File: config.mk
export PLATFORM = sky130hd
export DESIGN_NAME = checked_uint32_alu_unit
export DESIGN_NICKNAME = d
export VERILOG_FILES = /design/src/rtl/core/cu32_pkg.sv /design/src/rtl/core/cu32_mul.sv /design/src/rtl/core/cu32_div.sv /design/src/rtl/core/checked_uint32_alu_unit.sv
export SDC_FILE = /design/constraint.sdc
export NUM_CORES = 1
export LEC_CHECK = 0
export ABC_AREA = 1
export BUFFER_PORTS_ARGS = -buffer_cell sky130_fd_sc_hd__buf_4
export CAP_MARGIN = 15
export CORE_UTILIZATION = 36
export CTS_CLUSTER_DIAMETER = 150
export DETAILED_ROUTE_END_ITERATION = 6
export HOLD_SLACK_MARGIN = 0.06
export PLACE_DENSITY_LB_ADDON = 0.1
export SETUP_SLACK_MARGIN = 0.02
export SLEW_MARGIN = 20
export SYNTH_ARGS = -nofsm -noshare
export SYNTH_HDL_FRONTEND = slang
export SYNTH_SLANG_ARGS = --single-unit
File: constraint.sdc
create_clock -name clk_i -period 6.3 [get_ports clk_i]
set_clock_uncertainty 0.1 [all_clocks]
set_input_delay 0.945 -clock clk_i [delete_from_list [all_inputs] [get_ports clk_i]]
set_output_delay 0.945 -clock clk_i [all_outputs]
set_load 0.02 [all_outputs]
File: src/rtl/core/cu32_pkg.sv
// ----------------------------------------------------------------------------
// Checked ALU package
// Operation and status codes shared by the checked 32-bit ALU modules.
// ----------------------------------------------------------------------------
package cu32_pkg;

  localparam int unsigned DataW = 32;
  localparam int unsigned CntW  = 6;

  typedef enum logic [3:0] {
    OP_NOT  = 4'd0,
    OP_ADD  = 4'd1,
    OP_MUL  = 4'd2,
    OP_SUB  = 4'd3,
    OP_POW  = 4'd4,
    OP_DIV  = 4'd5,
    OP_REM  = 4'd6,
    OP_XOR  = 4'd7,
    OP_AND  = 4'd8,
    OP_OR   = 4'd9
  } op_e;

  typedef enum logic [2:0] {
    ST_OK       = 3'd0,
    ST_OVERFLOW = 3'd1,
    ST_DIVZERO  = 3'd2,
    ST_ZEROZERO = 3'd3,
    ST_INVALID  = 3'd4
  } status_e;

  // Request from the controller to the serial multiplier.
  typedef struct packed {
    logic             start;
    logic [DataW-1:0] mcand;
    logic [DataW-1:0] mplier;
  } mul_req_t;

  // Result of the serial multiplier.
  typedef struct packed {
    logic             done;
    logic             ovf;
    logic [DataW-1:0] prod;
  } mul_rsp_t;

endpackage

File: src/rtl/core/cu32_mul.sv
// ----------------------------------------------------------------------------
// Bit-serial checked multiplier
// Shift-and-add over one multiplier bit per cycle; flags a product above
// 32 bits.
// ----------------------------------------------------------------------------
module cu32_mul
  import cu32_pkg::*;
(
  input  logic     clk_i,
  input  logic     rst_ni,
  input  mul_req_t req_i,
  output mul_rsp_t rsp_o
);

  logic             busy_q, busy_d;
  logic [CntW-1:0]  cnt_q, cnt_d;
  logic [DataW-1:0] acc_q, acc_d;
  logic [DataW-1:0] mc_q, mc_d;
  logic [DataW-1:0] mp_q, mp_d;
  logic             mchi_q, mchi_d;
  logic             ovf_q, ovf_d;
  logic             done_q, done_d;
  logic [DataW:0]   sum;

  // Multiplicand shifts left each cycle; mchi_q records bits shifted out.
  assign sum = {1'b0, acc_q} + {1'b0, mc_q};

  always_comb begin
    busy_d = busy_q;
    cnt_d  = cnt_q;
    acc_d  = acc_q;
    mc_d   = mc_q;
    mp_d   = mp_q;
    mchi_d = mchi_q;
    ovf_d  = ovf_q;
    done_d = 1'b0;
    if (req_i.start) begin
      busy_d = 1'b1;
      cnt_d  = '0;
      acc_d  = '0;
      mc_d   = req_i.mcand;
      mp_d   = req_i.mplier;
      mchi_d = 1'b0;
      ovf_d  = 1'b0;
    end else if (busy_q) begin
      if (mp_q[0]) begin
        acc_d = sum[DataW-1:0];
        if (sum[DataW] || mchi_q) ovf_d = 1'b1;
      end
      mchi_d = mchi_q | mc_q[DataW-1];
      mc_d   = {mc_q[DataW-2:0], 1'b0};
      mp_d   = {1'b0, mp_q[DataW-1:1]};
      cnt_d  = cnt_q + 1'b1;
      if (cnt_q == CntW'(DataW - 1)) begin
        busy_d = 1'b0;
        done_d = 1'b1;
      end
    end
  end

  always_ff @(posedge clk_i or negedge rst_ni) begin
    if (!rst_ni) begin
      busy_q <= 1'b0;
      done_q <= 1'b0;
      cnt_q  <= '0;
    end else begin
      busy_q <= busy_d;
      done_q <= done_d;
      cnt_q  <= cnt_d;
    end
  end

  always_ff @(posedge clk_i) begin
    acc_q  <= acc_d;
    mc_q   <= mc_d;
    mp_q   <= mp_d;
    mchi_q <= mchi_d;
    ovf_q  <= ovf_d;
  end

  assign rsp_o.done = done_q;
  assign rsp_o.ovf  = ovf_q;
  assign rsp_o.prod = acc_q;

endmodule

File: src/rtl/core/cu32_div.sv
// ----------------------------------------------------------------------------
// Restoring serial divider
// One quotient bit per cycle.
// ----------------------------------------------------------------------------
module cu32_div
  import cu32_pkg::*;
(
  input  logic             clk_i,
  input  logic             rst_ni,
  input  logic             start_i,
  input  logic [DataW-1:0] dividend_i,
  input  logic [DataW-1:0] divisor_i,
  output logic             done_o,
  output logic [DataW-1:0] quot_o,
  output logic [DataW-1:0] rem_o
);

  logic             busy_q;
  logic             done_q;
  logic [CntW-1:0]  cnt_q;
  logic [DataW-1:0] quo_q, rem_q, dvs_q;
  logic [DataW:0]   trial;
  logic [DataW:0]   diff;

  assign trial = {rem_q, quo_q[DataW-1]};
  assign diff  = trial - {1'b0, dvs_q};

  always_ff @(posedge clk_i or negedge rst_ni) begin
    if (!rst_ni) begin
      busy_q <= 1'b0;
      done_q <= 1'b0;
      cnt_q  <= '0;
    end else begin
      done_q <= 1'b0;
      if (start_i) begin
        busy_q <= 1'b1;
        cnt_q  <= '0;
      end else if (busy_q) begin
        cnt_q <= cnt_q + 1'b1;
        if (cnt_q == CntW'(DataW - 1)) begin
          busy_q <= 1'b0;
          done_q <= 1'b1;
        end
      end
    end
  end

  always_ff @(posedge clk_i) begin
    if (start_i) begin
      quo_q <= dividend_i;
      rem_q <= '0;
      dvs_q <= divisor_i;
    end else if (busy_q) begin
      if (diff[DataW]) begin
        rem_q <= trial[DataW-1:0];
        quo_q <= {quo_q[DataW-2:0], 1'b0};
      end else begin
        rem_q <= diff[DataW-1:0];
        quo_q <= {quo_q[DataW-2:0], 1'b1};
      end
    end
  end

  assign done_o = done_q;
  assign quot_o = quo_q;
  assign rem_o  = rem_q;

endmodule

File: src/rtl/core/checked_uint32_alu_unit.sv
// ----------------------------------------------------------------------------
// Checked unsigned 32-bit ALU
// Sequential ALU with overflow, divide-by-zero, zero-to-the-zero and invalid-code checks.
// ----------------------------------------------------------------------------
// The slave channel takes one word per operation: opcode, left and right
// operand. The master channel returns one word per operation: a 32-bit value
// and a 3-bit status; the value is zero whenever the status is not ok.
// Not, add, subtract, xor, and and or present their result in the cycle after
// acceptance. Multiply runs on a bit-serial shift-and-add unit. Divide and
// remainder use a restoring divider, one quotient bit per cycle. Power walks
// the exponent from its low bit with serial multiplies, and stops at once on
// overflow.
// One operation is in flight at a time; s_axis_tready is high only when the
// unit holds no operation. A result waits in the output register while the
// receiver stalls, and the next word is taken in the cycle after delivery.
// Reset clears the control state; no clearing pass is needed.
// ----------------------------------------------------------------------------
module checked_uint32_alu_unit
  import cu32_pkg::*;
(
  input  logic        clk_i,
  input  logic        rst_ni,
  input  logic        s_axis_tvalid,
  output logic        s_axis_tready,
  // tdata: operation [3:0], left_operand [35:4], right_operand [67:36], zero pad
  input  logic [71:0] s_axis_tdata,
  output logic        m_axis_tvalid,
  input  logic        m_axis_tready,
  // tdata: value [31:0], status [34:32], zero pad
  output logic [39:0] m_axis_tdata
);

  typedef enum logic [5:0] {
    S_IDLE = 6'b000001,
    S_MUL  = 6'b000010,
    S_DIV  = 6'b000100,
    S_PACC = 6'b001000,
    S_PSQ  = 6'b010000,
    S_OUT  = 6'b100000
  } state_e;

  state_e           state_q, state_d;
  logic [3:0]       op_q, op_d;
  logic [DataW-1:0] a_q, a_d;     // power: squared base
  logic [DataW-1:0] b_q, b_d;     // power: remaining exponent
  logic [DataW-1:0] acc_q, acc_d; // power accumulator
  logic [DataW-1:0] val_q, val_d;
  status_e          st_q, st_d;
  logic             pend_q, pend_d; // a multiply is running

  mul_req_t         mreq;
  mul_rsp_t         mrsp;
  logic             dstart;
  logic             ddone;
  logic [DataW-1:0] dquot, drem;

  logic [3:0]       in_op;
  logic [DataW-1:0] in_a, in_b;
  logic [DataW:0]   add_w;
  logic [DataW:0]   sub_w;

  assign in_op = s_axis_tdata[3:0];
  assign in_a  = s_axis_tdata[35:4];
  assign in_b  = s_axis_tdata[67:36];
  assign add_w = {1'b0, in_a} + {1'b0, in_b};
  assign sub_w = {1'b0, in_a} - {1'b0, in_b};

  assign s_axis_tready = (state_q == S_IDLE);

  always_comb begin
    state_d     = state_q;
    op_d        = op_q;
    a_d         = a_q;
    b_d         = b_q;
    acc_d       = acc_q;
    val_d       = val_q;
    st_d        = st_q;
    pend_d      = 1'b0;
    mreq.start  = 1'b0;
    mreq.mcand  = a_q;
    mreq.mplier = a_q;
    dstart      = 1'b0;
    case (state_q)
      S_IDLE: begin
        if (s_axis_tvalid) begin
          op_d    = in_op;
          a_d     = in_a;
          b_d     = in_b;
          acc_d   = DataW'(1);
          val_d   = '0;
          st_d    = ST_OK;
          state_d = S_OUT;
          case (in_op)
            OP_NOT: val_d = ~in_a;
            OP_ADD: begin
              if (add_w[DataW]) st_d = ST_OVERFLOW;
              else val_d = add_w[DataW-1:0];
            end
            OP_SUB: begin
              if (sub_w[DataW]) st_d = ST_OVERFLOW;
              else val_d = sub_w[DataW-1:0];
            end
            OP_XOR: val_d = in_a ^ in_b;
            OP_AND: val_d = DataW'((in_a != '0) && (in_b != '0));
            OP_OR:  val_d = DataW'((in_a != '0) || (in_b != '0));
            OP_MUL: begin
              mreq.start  = 1'b1;
              mreq.mcand  = in_a;
              mreq.mplier = in_b;
              state_d     = S_MUL;
            end
            OP_DIV, OP_REM: begin
              if (in_b == '0) st_d = ST_DIVZERO;
              else begin
                dstart  = 1'b1;
                state_d = S_DIV;
              end
            end
            OP_POW: begin
              if (in_a == '0 && in_b == '0) st_d = ST_ZEROZERO;
              else state_d = S_PACC;
            end
            default: st_d = ST_INVALID;
          endcase
        end
      end
      S_MUL: begin
        if (mrsp.done) begin
          if (mrsp.ovf) st_d = ST_OVERFLOW;
          else val_d = mrsp.prod;
          state_d = S_OUT;
        end
      end
      S_DIV: begin
        if (ddone) begin
          val_d   = (op_q == OP_DIV) ? dquot : drem;
          state_d = S_OUT;
        end
      end
      S_PACC: begin
        // Multiply the accumulator by the square when the exponent bit is set; finish when no exponent bits remain.
        mreq.mcand  = acc_q;
        mreq.mplier = a_q;
        if (!pend_q) begin
          if (b_q == '0) begin
            val_d   = acc_q;
            state_d = S_OUT;
          end else if (b_q[0]) begin
            mreq.start = 1'b1;
            pend_d     = 1'b1;
          end else begin
            b_d     = {1'b0, b_q[DataW-1:1]};
            state_d = S_PSQ;
          end
        end else if (mrsp.done) begin
          if (mrsp.ovf) begin
            st_d    = ST_OVERFLOW;
            state_d = S_OUT;
          end else begin
            acc_d   = mrsp.prod;
            b_d     = {1'b0, b_q[DataW-1:1]};
            state_d = S_PSQ;
          end
        end else pend_d = 1'b1;
      end
      S_PSQ: begin
        // Square the base only while exponent bits remain.
        if (!pend_q) begin
          if (b_q == '0) begin
            val_d   = acc_q;
            state_d = S_OUT;
          end else begin
            mreq.start = 1'b1;
            pend_d     = 1'b1;
          end
        end else if (mrsp.done) begin
          if (mrsp.ovf) begin
            st_d    = ST_OVERFLOW;
            state_d = S_OUT;
          end else begin
            a_d     = mrsp.prod;
            state_d = S_PACC;
          end
        end else pend_d = 1'b1;
      end
      S_OUT: begin
        if (m_axis_tready) state_d = S_IDLE;
      end
      default: state_d = S_IDLE;
    endcase
  end

  always_ff @(posedge clk_i or negedge rst_ni) begin
    if (!rst_ni) begin
      state_q <= S_IDLE;
      pend_q  <= 1'b0;
    end else begin
      state_q <= state_d;
      pend_q  <= pend_d;
    end
  end

  always_ff @(posedge clk_i) begin
    op_q  <= op_d;
    a_q   <= a_d;
    b_q   <= b_d;
    acc_q <= acc_d;
    val_q <= val_d;
    st_q  <= st_d;
  end

  cu32_mul u_mul (
    .clk_i  (clk_i),
    .rst_ni (rst_ni),
    .req_i  (mreq),
    .rsp_o  (mrsp)
  );

  cu32_div u_div (
    .clk_i      (clk_i),
    .rst_ni     (rst_ni),
    .start_i    (dstart),
    .dividend_i (in_a),
    .divisor_i  (in_b),
    .done_o     (ddone),
    .quot_o     (dquot),
    .rem_o      (drem)
  );

  assign m_axis_tvalid = (state_q == S_OUT);
  assign m_axis_tdata  = {5'b0, st_q, val_q};

`ifndef SYNTH
  // A non-ok status always carries a zero value.
  a_zero_val: assert property (@(posedge clk_i) disable iff (!rst_ni)
    m_axis_tvalid && (st_q != ST_OK) |-> (val_q == '0))
    else $error("non-ok result carries a value");

  // No new word is taken while a result waits.
  a_no_overlap: assert property (@(posedge clk_i) disable iff (!rst_ni)
    m_axis_tvalid |-> !s_axis_tready)
    else $error("input accepted while result pending");

  // The multiplier is never restarted while a multiply is pending.
  a_mul_start: assert property (@(posedge clk_i) disable iff (!rst_ni)
    pend_q && !mrsp.done |-> !mreq.start)
    else $error("multiplier restarted while busy");
`endif

endmodule
## After elaboration in Yosys (flattened, before gate mapping)

Cells that the tools add are included.

- Word-level logic and storage cells: 191
- Output and inout port bits: 42
- Register bits: 352

- Multiplexer cells: 91
- $add $sub $neg: 6
- Bitwise operators: 3
- Reduce and logical (&&, ||, !) cells: 29
- Equality and inequality tests: 39

Operators by type and width:

| operator | number |
|---|---|
| $mux 32 | 25 |
| $pmux 32 s2 | 3 |
| $pmux 32 s6 | 1 |
| $mux 65 | 2 |
| $pmux 32 s4 | 1 |
| $pmux 64 s2 | 1 |
| $mux 6 | 19 |
| $logic_not 32->1 | 3 |
| $add 32x32->33 | 2 |
| $reduce_bool 32->1 | 2 |
| $pmux 6 s6 | 1 |
| $sub 32x32->33 | 1 |
| $sub 33x32->33 | 1 |
| $not 32->32 | 1 |
| $xor 32x32->32 | 1 |
| $mux 1 | 27 |
| $eq 4x3->1 const B | 5 |
| $eq 6x5->1 const B | 3 |
| $pmux 6 s3 | 1 |
| $pmux 3 s5 | 1 |
| $reduce_and 5->1 | 3 |
| $ne 2x1->1 const B | 7 |
| $ne 2x2->1 const B | 7 |
| $add 6x1->6 const B | 2 |
| 30 further kinds | 48 |

## Logic depth before layout (Yosys ltp)

- Depth after elaboration: 6
- Depth in mapped cells: 19

## By module

A second synthesis with hierarchy kept.

- Cells, all modules: 4219
- Area, all modules: 28113.2 um^2

Modules (own cells, without submodules):

| module | cells an instance | instances | area an instance (um^2) | sequential area each (um^2) |
|---|---|---|---|---|
| checked_uint32_alu_unit | 2159 | 1 | 14196.1 | 4230.3 |
| cu32_div | 1036 | 1 | 7046.8 | 2762.6 |
| cu32_mul | 1024 | 1 | 6870.3 | 2802.7 |

## Worst setup path before layout

Ideal clock, no wire load.

- Path type: reg-to-reg
- Start: reg state_q[0]
- End: reg b_q[10] (enable)
- Library setup time: 0.497 ns
- Buffers on the path: 2
- Period minus slack after synthesis: 4.906 ns
- Arrival time: 4.309 ns
- Slack: 1.394 ns
- Cell stages (with the launch flop): 7
- Required time: 5.703 ns
- Cells stage by stage: dfstp_2 > nor2_2 > nand4_1 > clkbuf_1 > buf_2 > nor3_1 > nor4_1

- Word-level cells in the longest chain between the ends: 3
- Elaborated cells between the ends (all ways): 9

RTL lines:

| item | line | source |
|---|---|---|
| start, declared | checked_uint32_alu_unit.sv:42 | `state_e state_q, state_d;` |
| start signal, assigned | checked_uint32_alu_unit.sv:198 | `state_q <= state_d;` |
| $eq 6x4->1 / $eq 6x1->1 (equally long branches) | checked_uint32_alu_unit.sv:83 | `case (state_q)` |
| $ne 3x3->1 (no source line) (tied with other cells) | n/a |  |
| $reduce_and 6->1 (no source line) * | n/a |  |
| end signal, assigned | checked_uint32_alu_unit.sv:206 | `b_q <= b_d;` |
| end, declared | checked_uint32_alu_unit.sv:45 | `logic [DataW-1:0] b_q, b_d;` |

Mark *: on every way between the ends. The rest lies on a longest branch, timed or not.
A chain may end at the register's enable or synchronous reset.

## Final worst setup path

- Start: reg b_q[24]
- End: reg u_mul.mp_q[28] (enable)

- Word-level cells in the longest chain between the ends: 5
- Elaborated cells between the ends (all ways): 7

RTL lines:

| item | line | source |
|---|---|---|
| $logic_not 32->1 * | checked_uint32_alu_unit.sv:145, checked_uint32_alu_unit.sv:169 |  |
| $mux 1 (on tied branches) | checked_uint32_alu_unit.sv:169, checked_uint32_alu_unit.sv:145 |  |
| $mux 1 (on tied branches) | checked_uint32_alu_unit.sv:168, checked_uint32_alu_unit.sv:144 |  |
| $pmux 1 s3 * | checked_uint32_alu_unit.sv:83 |  |
| $reduce_bool 2->1 (no source line) * | n/a |  |
| end signal, assigned | cu32_mul.sv:76 | `mp_q <= mp_d;` |
| end, declared | cu32_mul.sv:19 | `logic [DataW-1:0] mp_q, mp_d;` |

Marks and branches as above.

==> flow_summary_export.csv <==
group,metric,value,unit
outcome,outcome,"finished, violations left",
outcome,violations,"design-rule violations",
grt,grt_pass1_wl,156000,um
synth,synth_most_common_cell,"nand2_1",
clocking,cts_setup_buffers,0,
clocking,cts_made_buffers,45,
sta,tns,0,ns
synth,synth_area_leaders,"edfxtp_1, nand2_1, inv_1",
placement,portBuffers,108,
floorplan,die_x,275,um
detailed_routing,wl,107000,um
detailed_routing,top_layer_used,"met4",
detailed_routing,drt_first_pass_iters,7,
synth,synth_edf_count,263,
clocking,tritoncts,"built",
synth,syn_inst,3876,
floorplan,fp.coreArea,73300,um^2
synth,synth_ff_type,"edfxtp_1",
placement,gp_routability_congestion,0.955,
sta,rsz0062_at_grt,"no",
critical_path,critPathSlowestCell,"nand2_4",
detailed_routing,routed_via_density,5.29,
critical_path,worstPathCellList,"nor4_1, nand3b_1, nor2_1, inv_1, nand2_1, nand2_4, inv_2, nand2_4, buf_4",
clocking,cts_root_buf,"clkbuf_16",
detailed_routing,ant_nets,0,
grt,grt_pass1_vias,24000,
grt,grt_max_degree,78,
sta,slew_headroom,31.4,%
synth,yosys_warnings,0,
grt,antenna_found_initial,1,
job,drv_cap,0,
critical_path,critPathRequiredTime,6.52,ns
finish,nFillCells,7917,
detailed_routing,vias,26000,
synth,synth.distinct_cells,55,
hold_path,hp-class,"input port to asynchronous set/reset pin",
clocking,clk_latency,0.59,ns
synth,synth_commonest_cells,"nand2_1, inv_1, nor2_1",
pwr,leakagePower,14.1,nW
detailed_routing,wl_met3,7610,um
critical_path,path_class,"flop to flop",
sta,drv_slew,0,
placement,post-dp-hpwl,82700,um
critical_path,worstReg2RegStart,"b_q[24]$_DFFE_PP_",
finish,area_growth,11.2,%
grt,grt_use_total,28.1,%
detailed_routing,dr.first_iter.drc_count,2592,
clocking,clock-sinks,352,
critical_path,reg2reg_slack,2.03,ns
floorplan,rows,99,
floorplan,dieArea,75500,um^2
sta,min_period,4.27,ns
floorplan,start_util,36.5,%
critical_path,cpPeakStageDelay,0.54,ns
clocking,cts_resized,0,
synth,synthesis.area,26800,um^2
detailed_routing,drt-met1-wl,50600,um
finish,drive_above_1_share,7.80,%
critical_path,path_max_fanout,54,
critical_path,r2r_cells,9,
critical_path,cp.buffers_inverters,3,
floorplan,ios,118,
sta,tightestPinTransition,1.03,ns
synth,yosysTopAreaCellShare,29.5,%
synth,ys_seq_elements,352,
clocking,path_clk_slew,0.06,ns
sta,hold_viol,0,
synth,synth_area_leader_cell,"edfxtp_1",
detailed_routing,wl_met2,45700,um
finish,fin_nets,4125,
clocking,htreeDepth,2,
sta,finalSetupViolations,0,
detailed_routing,wl_per_cell,21.8,um
floorplan,fp.dieH,275,um
finish,final_core_util,40.6,%
clocking,ctsHoldBuffers,0,
synth,async_reset_ff_share,6.53,%
pwr,peakVddDrop,251,uV
critical_path,cpMostUsedCell,"nand2_4",
synth,seq_area_frac_synth,36.6,%
sta,min_period_over_period,67.8,%
clocking,clock_path_buffers,3,
finish,antennaDiodeCount,0,
grt,grt_overflow_total,0,
pwr,powerDensity,483,nW/um^2
critical_path,worst_ep_arrival_time,4.49,ns
critical_path,r2r-end,"u_mul.mp_q[28]$_DFFE_PP_",
critical_path,critPathTopFamily,"simple AND/OR/NAND/NOR gates",
critical_path,critPathLaunchType,"flop",
sta,fmax,234,MHz
synth,syn_avg_cell_area,6.91,um^2
detailed_routing,drc,7,
critical_path,critPathCaptureType,"flop",
-- routing by layer --
metal,GRT usage (%),up-vias
met5,0,-
met4,8.17,0
met3,3.60,139
met2,42.8,923
met1,41.1,12200
li1,-,12700
-- area by class of cell --
| class | count | area [um^2] | share of cell area [%] |
|---|---|---|---|
| timing repair buffer | 140 | 1060 | 3.57 |
| clock buffer | 59 | 1230 | 4.13 |
| inverter | 608 | 2280 | 7.66 |
| sequential | 352 | 9800 | 32.9 |
| multi-input combinational | 2768 | 14000 | 46.9 |
| tap | 959 | 1200 | 4.03 |
| clock inverter | 21 | 241 | 0.811 |
-- cell usage in the layout (no fill, tap or decap), types with 6 or more instances in the layout --
| cell | n |
|---|---|
| and3_1 | 6 |
| xnor2_1 | 23 |
| inv_1 | 570 |
| clkinv_1 | 10 |
| o22ai_1 | 44 |
| ha_1 | 130 |
| dfxtp_1 | 66 |
| nand3_2 | 7 |
| o21ai_1 | 62 |
| clkbuf_1 | 11 |
| nand2_1 | 1126 |
| nor3_1 | 36 |
| nor2_2 | 18 |
| nand4_1 | 52 |
| nor2_1 | 292 |
| edfxtp_1 | 263 |
| nand3b_1 | 25 |
| a31oi_1 | 35 |
| o21a_1 | 24 |
| inv_2 | 34 |
| clkbuf_16 | 47 |
| nor4_1 | 9 |
| o21ai_0 | 269 |
| buf_4 | 139 |
| nand2_2 | 19 |
| o211ai_1 | 6 |
| o21bai_1 | 12 |
| a21o_1 | 7 |
| dfrtp_1 | 22 |
| xor2_1 | 38 |
| a21oi_1 | 248 |
| nand3_1 | 231 |
-- through the flow --
stage / hold WS (ns) / setup WS, ns / total power, mW / cell area [um^2] / instances
2_1_floorplan: 0.348 / 1.39 / 9.35 / 26800 / 3880
3_3_place_gp: 0.364 / 1.79 / 11.7 / 28300 / 4827
3_5_place_dp: 0.362 / 1.82 / 11.7 / 28300 / 4827
4_1_cts: 0.132 / 2.02 / 14.4 / 29800 / 4907
5_1_grt: 0.159 / 1.71 / 15.5 / 29800 / 4907
6_report: 0.151 / 2.03 / 14.4 / 29800 / 4907
-- sequential cells by signal (all words and copies together) (netlist names), 32 cells and up --
| name | flops |
|---|---|
| val_q | 32 |
| acc_q | 32 |
| a_q | 32 |
| u_mul.mc_q | 32 |
| u_div.quot_o | 32 |
| u_mul.acc_q | 32 |
| u_div.rem_o | 32 |
| u_div.dvs_q | 32 |
| u_mul.mp_q | 32 |
| b_q | 32 |
-- how the worst max path moves through the flow --
stage / startpoint / endpoint / cells past startpoint
after global placement: s_axis_tdata[63] / val_q[24]$_DFFE_PP_ / 15
after global routing: state_q[3]$_DFFE_PN0P_ / u_mul.mp_q[27]$_DFFE_PP_ / 13
after detailed placement: s_axis_tdata[57] / val_q[24]$_DFFE_PP_ / 13
after floorplan: state_q[0]$_DFFE_PN1P_ / b_q[10]$_DFFE_PP_ / 6
final: b_q[24]$_DFFE_PP_ / u_mul.mp_q[28]$_DFFE_PP_ / 9
after CTS: state_q[3]$_DFFE_PN0P_ / u_mul.mp_q[27]$_DFFE_PP_ / 13
-- power breakdown --
part / internal (mW) / total [mW] / switching (mW)
sequential: 3.83 / 4.45 / 0.623
combinational: 2.28 / 7.27 / 4.99
clock: 1.58 / 2.66 / 1.08
total: 7.69 / 14.4 / 6.69
-- cells by family after synthesis --
kind of cell             count (synthesis)  synth area share [%]
AND/OR/NAND/NOR                       1848                  29.0
buffers and inverters                  760                  11.6
AO/OA/AOI/OAI                          720                  14.5
flip-flops                             352                  36.6
adder cells (fa/ha/maj)                134                  6.37
XOR/XNOR                                61                  1.99
other                                    1                0.0140
No activity file was read; power rests on OpenSTA's default activity.
